--- config.mk ---
export PLATFORM = sky130hd
export DESIGN_NAME = fractional_pll_register_encoder
export DESIGN_NICKNAME = d
export VERILOG_FILES = /design/src/rtl/fpre_pkg.sv /design/src/rtl/fpre_seq.sv /design/src/rtl/fractional_pll_register_encoder.sv
export SDC_FILE = /design/constraint.sdc
export NUM_CORES = 2
export LEC_CHECK = 0
export ABC_AREA = 0
export ABC_CLOCK_PERIOD_IN_PS = 46500
export CAP_MARGIN = 20
export CORE_ASPECT_RATIO = 0.9
export CORE_MARGIN = 10
export CORE_UTILIZATION = 30
export DETAILED_ROUTE_END_ITERATION = 7
export DONT_BUFFER_PORTS = 1
export SETUP_SLACK_MARGIN = 0.1
export SLEW_MARGIN = 10
export SYNTH_ARGS = -nofsm -noshare
export SYNTH_HDL_FRONTEND = slang
export SYNTH_SLANG_ARGS = --single-unit
--- constraint.sdc ---
create_clock -name clk_i -period 46.5 [get_ports clk_i]
set_clock_uncertainty 0.15 [all_clocks]
set_input_delay 6.975 -clock clk_i [delete_from_list [all_inputs] [get_ports clk_i]]
set_output_delay 6.975 -clock clk_i [all_outputs]
set_load 0.1 [all_outputs]
--- src/rtl/fpre_pkg.sv ---
// Package for the fractional-N PLL register encoder.
// Holds field widths, chip register addresses and data, the encoded-value and
// write structs, and the function that picks the write for each slot of a run.
`default_nettype none

package fpre_pkg;

  localparam int unsigned XTAL_HZ_DEF = 27000000;

  localparam int unsigned FREQ_W      = 30;
  localparam int unsigned DIV_W       = 12;
  localparam int unsigned IN_TDATA_W  = 48;
  localparam int unsigned OUT_TDATA_W = 16;

  localparam int unsigned FRAC_DENOM = 1000000;
  localparam int unsigned FRAC_W     = 20;
  localparam int unsigned Q_W        = 7;
  localparam int unsigned P1_W       = 18;
  localparam int unsigned P2_W       = 20;
  localparam int unsigned MS_W       = 18;

  localparam logic [FREQ_W-1:0] PLL_MIN = 30'd600000000;
  localparam logic [FREQ_W-1:0] PLL_MAX = 30'd1000000000;
  localparam logic [DIV_W-1:0]  DIV_MIN = 12'd4;
  localparam logic [DIV_W-1:0]  DIV_MAX = 12'd2048;

  // 128 * 4, common offset of p1 and ms_p1
  localparam logic [P1_W-1:0] P1_OFFSET = 18'd512;
  localparam logic [P2_W-1:0] P3        = P2_W'(FRAC_DENOM);

  localparam int unsigned NUM_WRITES = 22;
  localparam int unsigned SLOT_W     = 5;

  localparam logic [SLOT_W-1:0] SLOT_OFF   = 5'd0;
  localparam logic [SLOT_W-1:0] SLOT_PLL   = 5'd1;
  localparam logic [SLOT_W-1:0] SLOT_MS    = 5'd9;
  localparam logic [SLOT_W-1:0] SLOT_CLK1  = 5'd17;
  localparam logic [SLOT_W-1:0] SLOT_CLK0  = 5'd18;
  localparam logic [SLOT_W-1:0] SLOT_CLK2  = 5'd19;
  localparam logic [SLOT_W-1:0] SLOT_RST   = 5'd20;
  localparam logic [SLOT_W-1:0] SLOT_EN    = 5'd21;
  localparam logic [SLOT_W-1:0] LAST_SLOT  = SLOT_EN;

  localparam logic [7:0] ADDR_OUT_EN   = 8'd3;
  localparam logic [7:0] ADDR_CLK0     = 8'd16;
  localparam logic [7:0] ADDR_CLK1     = 8'd17;
  localparam logic [7:0] ADDR_CLK2     = 8'd18;
  localparam logic [7:0] ADDR_PLL_BASE = 8'd26;
  localparam logic [7:0] ADDR_MS_BASE  = 8'd50;
  localparam logic [7:0] ADDR_PLL_RST  = 8'd177;

  localparam logic [7:0] DATA_ALL_OFF = 8'hFF;
  localparam logic [7:0] DATA_CLK1    = 8'h4F;
  localparam logic [7:0] DATA_CLK0    = 8'h80;
  localparam logic [7:0] DATA_CLK2    = 8'h80;
  localparam logic [7:0] DATA_PLL_RST = 8'hA0;
  localparam logic [7:0] DATA_OUT1_ON = 8'hFD;

  typedef struct packed {
    logic [P1_W-1:0] p1;
    logic [P2_W-1:0] p2;
    logic [MS_W-1:0] ms;
  } enc_t;

  typedef struct packed {
    logic [7:0] addr;
    logic [7:0] data;
    logic       pause;
    logic       last;
  } wr_t;

  function automatic wr_t write_for_slot(input logic [SLOT_W-1:0] slot, input enc_t enc);
    wr_t             w;
    logic [2:0]      k;
    logic [7:0][7:0] pll_b;
    logic [7:0][7:0] ms_b;
    w     = '0;
    k     = '0;
    pll_b = {enc.p2[7:0], enc.p2[15:8], {P3[19:16], enc.p2[19:16]},
             enc.p1[7:0], enc.p1[15:8], {6'd0, enc.p1[17:16]}, P3[7:0], P3[15:8]};
    ms_b  = {8'd0, 8'd0, 8'd0, enc.ms[7:0], enc.ms[15:8], {6'd0, enc.ms[17:16]},
             8'd1, 8'd0};
    if (slot == SLOT_OFF) begin
      w.addr = ADDR_OUT_EN;
      w.data = DATA_ALL_OFF;
    end else if (slot < SLOT_MS) begin
      k      = 3'(slot - SLOT_PLL);
      w.addr = ADDR_PLL_BASE + 8'(k);
      w.data = pll_b[k];
    end else if (slot < SLOT_CLK1) begin
      k      = 3'(slot - SLOT_MS);
      w.addr = ADDR_MS_BASE + 8'(k);
      w.data = ms_b[k];
    end else if (slot == SLOT_CLK1) begin
      w.addr = ADDR_CLK1;
      w.data = DATA_CLK1;
    end else if (slot == SLOT_CLK0) begin
      w.addr = ADDR_CLK0;
      w.data = DATA_CLK0;
    end else if (slot == SLOT_CLK2) begin
      w.addr = ADDR_CLK2;
      w.data = DATA_CLK2;
    end else if (slot == SLOT_RST) begin
      w.addr = ADDR_PLL_RST;
      w.data = DATA_PLL_RST;
    end else begin
      w.addr  = ADDR_OUT_EN;
      w.data  = DATA_OUT1_ON;
      w.pause = 1'b1;
      w.last  = 1'b1;
    end
    return w;
  endfunction

endpackage

`default_nettype wire

--- src/rtl/fpre_seq.sv ---
// Write sequencer: holds one set of encoded values and plays out the run of
// register writes, one item per cycle while the output is not stalled, through a registered output stage.
// Depends on fpre_pkg.
`default_nettype none

module fpre_seq (
  input  wire logic                               clk_i,
  input  wire logic                               rst_ni,
  input  wire logic                               enc_valid_i,
  output logic                                    enc_ready_o,
  input  wire fpre_pkg::enc_t                     enc_i,
  output logic                                    m_axis_tvalid,
  input  wire logic                               m_axis_tready,
  output logic [fpre_pkg::OUT_TDATA_W-1:0]        m_axis_tdata,  // reg_addr, reg_data
  output logic                                    m_axis_tuser,  // pause_before
  output logic                                    m_axis_tlast   // last
);

  logic                          busy_q;
  logic [fpre_pkg::SLOT_W-1:0]   slot_q;
  fpre_pkg::enc_t                enc_q;
  logic                          out_vld_q;
  fpre_pkg::wr_t                 out_q;

  logic out_free;
  logic issue;
  logic last_issue;
  logic load;

  assign out_free    = !out_vld_q || m_axis_tready;
  assign issue       = busy_q && out_free;
  assign last_issue  = issue && (slot_q == fpre_pkg::LAST_SLOT);
  assign enc_ready_o = !busy_q || last_issue;
  assign load        = enc_valid_i && enc_ready_o;

  always_ff @(posedge clk_i or negedge rst_ni) begin
    if (!rst_ni) begin
      busy_q    <= 1'b0;
      slot_q    <= fpre_pkg::SLOT_OFF;
      out_vld_q <= 1'b0;
    end else begin
      if (load) begin
        busy_q <= 1'b1;
        slot_q <= fpre_pkg::SLOT_OFF;
      end else begin
        if (issue) begin
          slot_q <= slot_q + fpre_pkg::SLOT_W'(1);
        end
        if (last_issue) begin
          busy_q <= 1'b0;
        end
      end
      if (issue) begin
        out_vld_q <= 1'b1;
      end else if (m_axis_tready) begin
        out_vld_q <= 1'b0;
      end
    end
  end

  always_ff @(posedge clk_i) begin
    if (issue) begin
      out_q <= fpre_pkg::write_for_slot(slot_q, enc_q);
    end
    if (load) begin
      enc_q <= enc_i;
    end
  end

  assign m_axis_tvalid = out_vld_q;
  assign m_axis_tdata  = {out_q.data, out_q.addr};
  assign m_axis_tuser  = out_q.pause;
  assign m_axis_tlast  = out_q.last;

endmodule

`default_nettype wire

--- src/rtl/fractional_pll_register_encoder.sv ---
// Top level of the fractional-N PLL register encoder: input clamp, divide and
// encode pipeline, and the write sequencer. Depends on fpre_pkg and fpre_seq.
//
// Each accepted item (PLL frequency, output divider) yields a run of 22 register
// writes on the master side, one per cycle while m_axis_tready is high; the last
// one carries tlast and tuser (pause before write). The next item is taken while
// the current run plays out. With the sequencer idle, the first write passes
// from acceptance through a 12-stage pipeline (clamp, three constant-reciprocal
// divisions each with a multiply, back-multiply and one correction), the
// sequencer's hold register, then the output stage.
`default_nettype none

module fractional_pll_register_encoder #(
  parameter int unsigned XTAL_HZ = fpre_pkg::XTAL_HZ_DEF
) (
  input  wire logic                               clk_i,
  input  wire logic                               rst_ni,
  input  wire logic                               s_axis_tvalid,
  output logic                                    s_axis_tready,
  input  wire logic [fpre_pkg::IN_TDATA_W-1:0]    s_axis_tdata,  // pll_frequency, output_divider
  output logic                                    m_axis_tvalid,
  input  wire logic                               m_axis_tready,
  output logic [fpre_pkg::OUT_TDATA_W-1:0]        m_axis_tdata,  // reg_addr, reg_data
  output logic                                    m_axis_tuser,  // pause_before
  output logic                                    m_axis_tlast   // last
);

  localparam int unsigned FW   = fpre_pkg::FREQ_W;
  localparam int unsigned CW   = fpre_pkg::FRAC_W;
  localparam int unsigned XW   = $clog2(XTAL_HZ + 1);
  localparam int unsigned AW   = $clog2(fpre_pkg::PLL_MAX / XTAL_HZ + 1);
  localparam logic [63:0] M1   = (64'd1 << FW) / XTAL_HZ;
  localparam int unsigned M1W  = $clog2(M1 + 1);
  localparam int unsigned PW1  = FW + M1W;
  localparam int unsigned NW   = XW + CW;
  localparam int unsigned LW   = (NW + 1) / 2;
  localparam int unsigned HW   = NW - LW;
  localparam logic [63:0] M2   = (64'd1 << NW) / XTAL_HZ;
  localparam int unsigned M2W  = $clog2(M2 + 1);
  localparam int unsigned PW2  = NW + M2W;
  localparam int unsigned TW   = CW + fpre_pkg::Q_W;
  localparam logic [63:0] M3   = (64'd1 << TW) / fpre_pkg::FRAC_DENOM;
  localparam int unsigned M3W  = $clog2(M3 + 1);
  localparam int unsigned PW3  = TW + M3W;
  localparam int unsigned NSTG = 12;

  logic [NSTG:1] v_q;
  logic          adv;
  logic          in_acc;
  logic          enc_ready;

  logic [FW-1:0]                  f_in, f_cl;
  logic [fpre_pkg::DIV_W-1:0]     d_in, d_cl;

  logic [FW-1:0]                  f_q [1:3];
  logic [fpre_pkg::DIV_W-1:0]     d1_q;
  logic [fpre_pkg::MS_W-1:0]      ms_q [2:11];
  logic [AW-1:0]                  aq2_q, aq3_q;
  logic [FW-1:0]                  ap3_q;
  logic [AW-1:0]                  a_q [4:11];
  logic [XW-1:0]                  rest4_q;
  logic [NW-1:0]                  n_q [5:8];
  logic [HW+M2W-1:0]              ph6_q;
  logic [LW+M2W-1:0]              pl6_q;
  logic [CW-1:0]                  bq7_q, bq8_q;
  logic [NW-1:0]                  bp8_q;
  logic [CW-1:0]                  b_q [9:11];
  logic [fpre_pkg::Q_W-1:0]       q10_q, q11_q;
  logic [TW-1:0]                  qp11_q;
  fpre_pkg::enc_t                 enc_q;

  logic [PW1-1:0]                 prod1;
  logic [FW-1:0]                  diff4;
  logic [XW:0]                    rem4;
  logic [PW2-1:0]                 sum7;
  logic [NW-1:0]                  rem9;
  logic [PW3-1:0]                 prod10;
  logic [TW-1:0]                  rem12;
  logic [fpre_pkg::Q_W-1:0]       q12;
  logic [fpre_pkg::P2_W-1:0]      p2_12;

  assign adv           = !v_q[NSTG] || enc_ready;
  assign s_axis_tready = adv;
  assign in_acc        = s_axis_tvalid && adv;

  always_ff @(posedge clk_i or negedge rst_ni) begin
    if (!rst_ni) begin
      v_q <= '0;
    end else if (adv) begin
      v_q <= {v_q[NSTG-1:1], in_acc};
    end
  end

  always_comb begin
    f_in = s_axis_tdata[FW-1:0];
    d_in = s_axis_tdata[FW +: fpre_pkg::DIV_W];
    f_cl = (f_in < fpre_pkg::PLL_MIN) ? fpre_pkg::PLL_MIN :
           (f_in > fpre_pkg::PLL_MAX) ? fpre_pkg::PLL_MAX : f_in;
    d_cl = (d_in < fpre_pkg::DIV_MIN) ? fpre_pkg::DIV_MIN :
           (d_in > fpre_pkg::DIV_MAX) ? fpre_pkg::DIV_MAX : d_in;

    prod1  = PW1'(f_q[1]) * PW1'(M1);
    diff4  = f_q[3] - ap3_q;
    rem4   = (XW + 1)'(diff4);
    sum7   = (PW2'(ph6_q) << LW) + PW2'(pl6_q);
    rem9   = n_q[8] - bp8_q;
    prod10 = PW3'({b_q[9], {fpre_pkg::Q_W{1'b0}}}) * PW3'(M3);
    rem12  = {b_q[11], {fpre_pkg::Q_W{1'b0}}} - qp11_q;
    if (rem12 >= TW'(fpre_pkg::FRAC_DENOM)) begin
      q12   = q11_q + fpre_pkg::Q_W'(1);
      p2_12 = fpre_pkg::P2_W'(rem12 - TW'(fpre_pkg::FRAC_DENOM));
    end else begin
      q12   = q11_q;
      p2_12 = fpre_pkg::P2_W'(rem12);
    end
  end

  always_ff @(posedge clk_i) begin
    if (adv) begin
      f_q[1] <= f_cl;
      d1_q   <= d_cl;
      f_q[2] <= f_q[1];
      f_q[3] <= f_q[2];
      ms_q[2] <= fpre_pkg::MS_W'({d1_q, {fpre_pkg::Q_W{1'b0}}}) - fpre_pkg::P1_OFFSET;
      for (int i = 3; i <= 11; i++) begin
        ms_q[i] <= ms_q[i-1];
      end

      aq2_q <= prod1[FW +: AW];
      aq3_q <= aq2_q;
      ap3_q <= FW'(aq2_q) * FW'(XTAL_HZ);

      if (rem4 >= (XW + 1)'(XTAL_HZ)) begin
        a_q[4]  <= aq3_q + AW'(1);
        rest4_q <= XW'(rem4 - (XW + 1)'(XTAL_HZ));
      end else begin
        a_q[4]  <= aq3_q;
        rest4_q <= XW'(rem4);
      end
      for (int i = 5; i <= 11; i++) begin
        a_q[i] <= a_q[i-1];
      end

      n_q[5] <= NW'(rest4_q) * NW'(fpre_pkg::FRAC_DENOM);
      for (int i = 6; i <= 8; i++) begin
        n_q[i] <= n_q[i-1];
      end

      ph6_q <= (HW + M2W)'(n_q[5][NW-1:LW]) * (HW + M2W)'(M2);
      pl6_q <= (LW + M2W)'(n_q[5][LW-1:0]) * (LW + M2W)'(M2);

      bq7_q <= sum7[NW +: CW];
      bq8_q <= bq7_q;
      bp8_q <= NW'(bq7_q) * NW'(XTAL_HZ);

      b_q[9]  <= (rem9 >= NW'(XTAL_HZ)) ? bq8_q + CW'(1) : bq8_q;
      b_q[10] <= b_q[9];
      b_q[11] <= b_q[10];

      q10_q  <= prod10[TW +: fpre_pkg::Q_W];
      q11_q  <= q10_q;
      qp11_q <= TW'(q10_q) * TW'(fpre_pkg::FRAC_DENOM);

      enc_q.p1 <= fpre_pkg::P1_W'({a_q[11], q12}) - fpre_pkg::P1_OFFSET;
      enc_q.p2 <= p2_12;
      enc_q.ms <= ms_q[11];
    end
  end

  fpre_seq u_seq (
    .clk_i         (clk_i),
    .rst_ni        (rst_ni),
    .enc_valid_i   (v_q[NSTG]),
    .enc_ready_o   (enc_ready),
    .enc_i         (enc_q),
    .m_axis_tvalid (m_axis_tvalid),
    .m_axis_tready (m_axis_tready),
    .m_axis_tdata  (m_axis_tdata),
    .m_axis_tuser  (m_axis_tuser),
    .m_axis_tlast  (m_axis_tlast)
  );

endmodule

`default_nettype wire

==> results.json <==
{
  "die_h_um": 461,
  "dp.final_hpwl_um": 98100,
  "layout_commonest_cell": "inv_1",
  "grt_pass1_wl_um": 206000,
  "grt_max_degree": 82,
  "post-route-min-period_ns": 15.75,
  "worst-path-max-fanout": 47,
  "yosys.area.top_type": "edfxtp_1",
  "gp_congestion": 0.846,
  "fin_util": 0.332,
  "cts_max_path_buffers": 3,
  "num_rows": 161,
  "drv_slew": 0,
  "finalSetupViolations": 0,
  "ant_nets": 0,
  "ys_ff_latch": 801,
  "cts_tree": "yes",
  "io_buffers": 0,
  "placed_area_sq_um": 68300,
  "crit_required_ns": 39.38,
  "post_cts_resized": 0,
  "synth_area_sq_um": 64700,
  "hp-class": "flip-flop to flip-flop",
  "syn_nets": 7100,
  "stdcell_area_sq_um": 71200,
  "status": "finished, final reports clean",
  "wl_per_cell_um": 14.4,
  "dr_total_vias": 37974,
  "htreeDepth": 3,
  "die-area_sq_um": 235000,
  "die_w_um": 510,
  "clockRootBuffer": "clkbuf_16",
  "start_util": 0.302,
  "maxCapViolCount": 0,
  "synthCells": 5498,
  "grt_overflow": 0,
  "nNetsFinal": 7162,
  "path_clk_slew_ns": 0.06,
  "finalCritPeriodShare": 0.339,
  "avgSynthCellArea_sq_um": 11.8,
  "totalNegativeSetupSlack_ns": 0,
  "relSlewSlack": 0.301,
  "clock_latency_ns": 0.72,
  "dr.pass1.iters": 5,
  "viasPerCell": 4.48,
  "cts_buffers": 83,
  "cts_hold_buf": 0,
  "grt_pass1_vias": 40049,
  "initialDrtViolationCount": 1830,
  "syn2layout_area_growth_pct": 9.99,
  "grt_usage": 0.106,
  "antenna_found_initial": 3,
  "drcViolationCount": 0,
  "yosysWarnings": 0,
  "finalHoldViolations": 0,
  "cts.sinks": 801,
  "ys_seq_area_frac": 0.370,
  "ios": 72,
  "most-common-layout-cells": "inv_1 (1269), ha_1 (911), edfxtp_1 (782)",
  "rsz0062_at_grt": "no",
  "synthArstFlopShare": 0.0237,
  "tightest_slew_ns": 1.05,
  "arrival_ns": 8.62,
  "synth_top_area_frac": 0.363,
  "routed_wl_um": 122000,
  "start_kind": "primary input",
  "criticalPathCategory": "primary input to output pin",
  "cp-end-kind": "output pin",
  "synth.distinct_cells": 81,
  "ys.flop_type": "edfxtp_1",
  "fin_cells": 8482,
  "drive_above_1_share": 0.0368,
  "yosys-top-cells-area": "edfxtp_1 (36%), fa_1 (20%), ha_1 (18%)",
  "postCtsSetupRepairBufs": 0,
  "synth_edf_count": 782,
  "placed_cells": 8324,
  "maxClockFrequency_ghz": 0.0635,
  "core_sq_um": 214000
}
sequential cells by signal (all words and copies together), names as in the netlist, 40 cells and up:
register  flops
a_q          48
ph6_q        40
n_q         152
b_q          60
f_q          82
ms_q        110
routing by layer:
layer | routed length (um) | GRT usage | share of wire
met3 | 4680 | 0.0182 | 0.038
met2 | 57900 | 0.177 | 0.47
met4 | 2180 | 0.0225 | 0.018
met5 | 0 | 0 | 0
met1 | 57400 | 0.143 | 0.47
path summary, 6_finish.rpt:
| kind | slack (ns) | cells after the start | startpoint | endpoint |
|---|---|---|---|---|
| hold / removal | 0.25 | 0 | enc_q[48]$_DFFE_PN_ | u_seq.enc_q[48]$_DFFE_PP_ |
| max in group asynchronous | 40.30 | 0 | rst_ni | u_seq.slot_q[1]$_DFFE_PN0P_ |
| min in group asynchronous | 5.80 | 0 | rst_ni | v_q[8]$_DFFE_PN0N_ |
| hold reg to reg | 0.25 | 0 | enc_q[48]$_DFFE_PN_ | u_seq.enc_q[48]$_DFFE_PP_ |
| setup / recovery | 30.75 | 3 | m_axis_tready | s_axis_tready |
| setup reg to reg | 39.09 | 23 | n_q[5][29]$_DFFE_PN_ | ph6_q[40]$_DFFE_PN_ |
cell families after synthesis:
kind of cell               synth area share
and+or+nand+nor                      0.0623
other                              0.000116
muxes                               0.00495
AOI/OAI and AO/OA                    0.0710
DFF                                   0.370
xor gates and xnor gates             0.0407
adders and majority gates             0.374
buffers and inverters                0.0768
cell usage after synthesis, types with 7 or more instances:
master,n
edfxtp_1,782
mux2i_1,14
o21a_1,50
dfrtp_1,19
o21bai_1,21
nand3_1,77
o31ai_1,8
nor2_1,177
o211ai_1,19
clkbuf_1,42
ha_1,911
o31a_1,7
or2_2,11
and2_1,41
or3_1,14
nand2_1,171
fa_1,639
a31oi_1,30
a221o_1,7
mux2_2,16
xnor2_1,202
o2111ai_1,7
a21boi_0,7
a41oi_1,11
and3_1,39
nor2b_1,45
xor2_1,99
nor4_1,13
nor3_1,77
a211oi_1,26
nand4_1,36
nand2b_1,57
a211o_1,9
o21ai_0,114
a21oi_1,202
inv_1,1269
a21o_1,92
a31o_2,11
a2111oi_0,11
through the flow:
step	hold WS [ns]	worst slack (ns)
floorplan	0.250	11.53
finish	0.250	30.75
CTS	0.247	30.73
detailed placement	0.255	30.72
global placement	0.251	30.74
global route	0.252	30.62
critical path, stage by stage:
cell and delay [ns]:
nand2b_1 0.17, a41oi_1 0.70, nand2_4 0.71
layout make-up:
type                       instances  area, sq um
antenna                            1         2.50
clock buffer                      94         2130
clock inverter                    60          707
fill                           21286       143000
inverter                        1271         4770
multi-input combinational       3377        35800
sequential                       801        24000
tap                             2852         3570
timing repair buffer              26          235
Power is left out: the tool's default activity adds up to more than one toggle a clock period on the data nets, which glitch-free logic cannot reach.
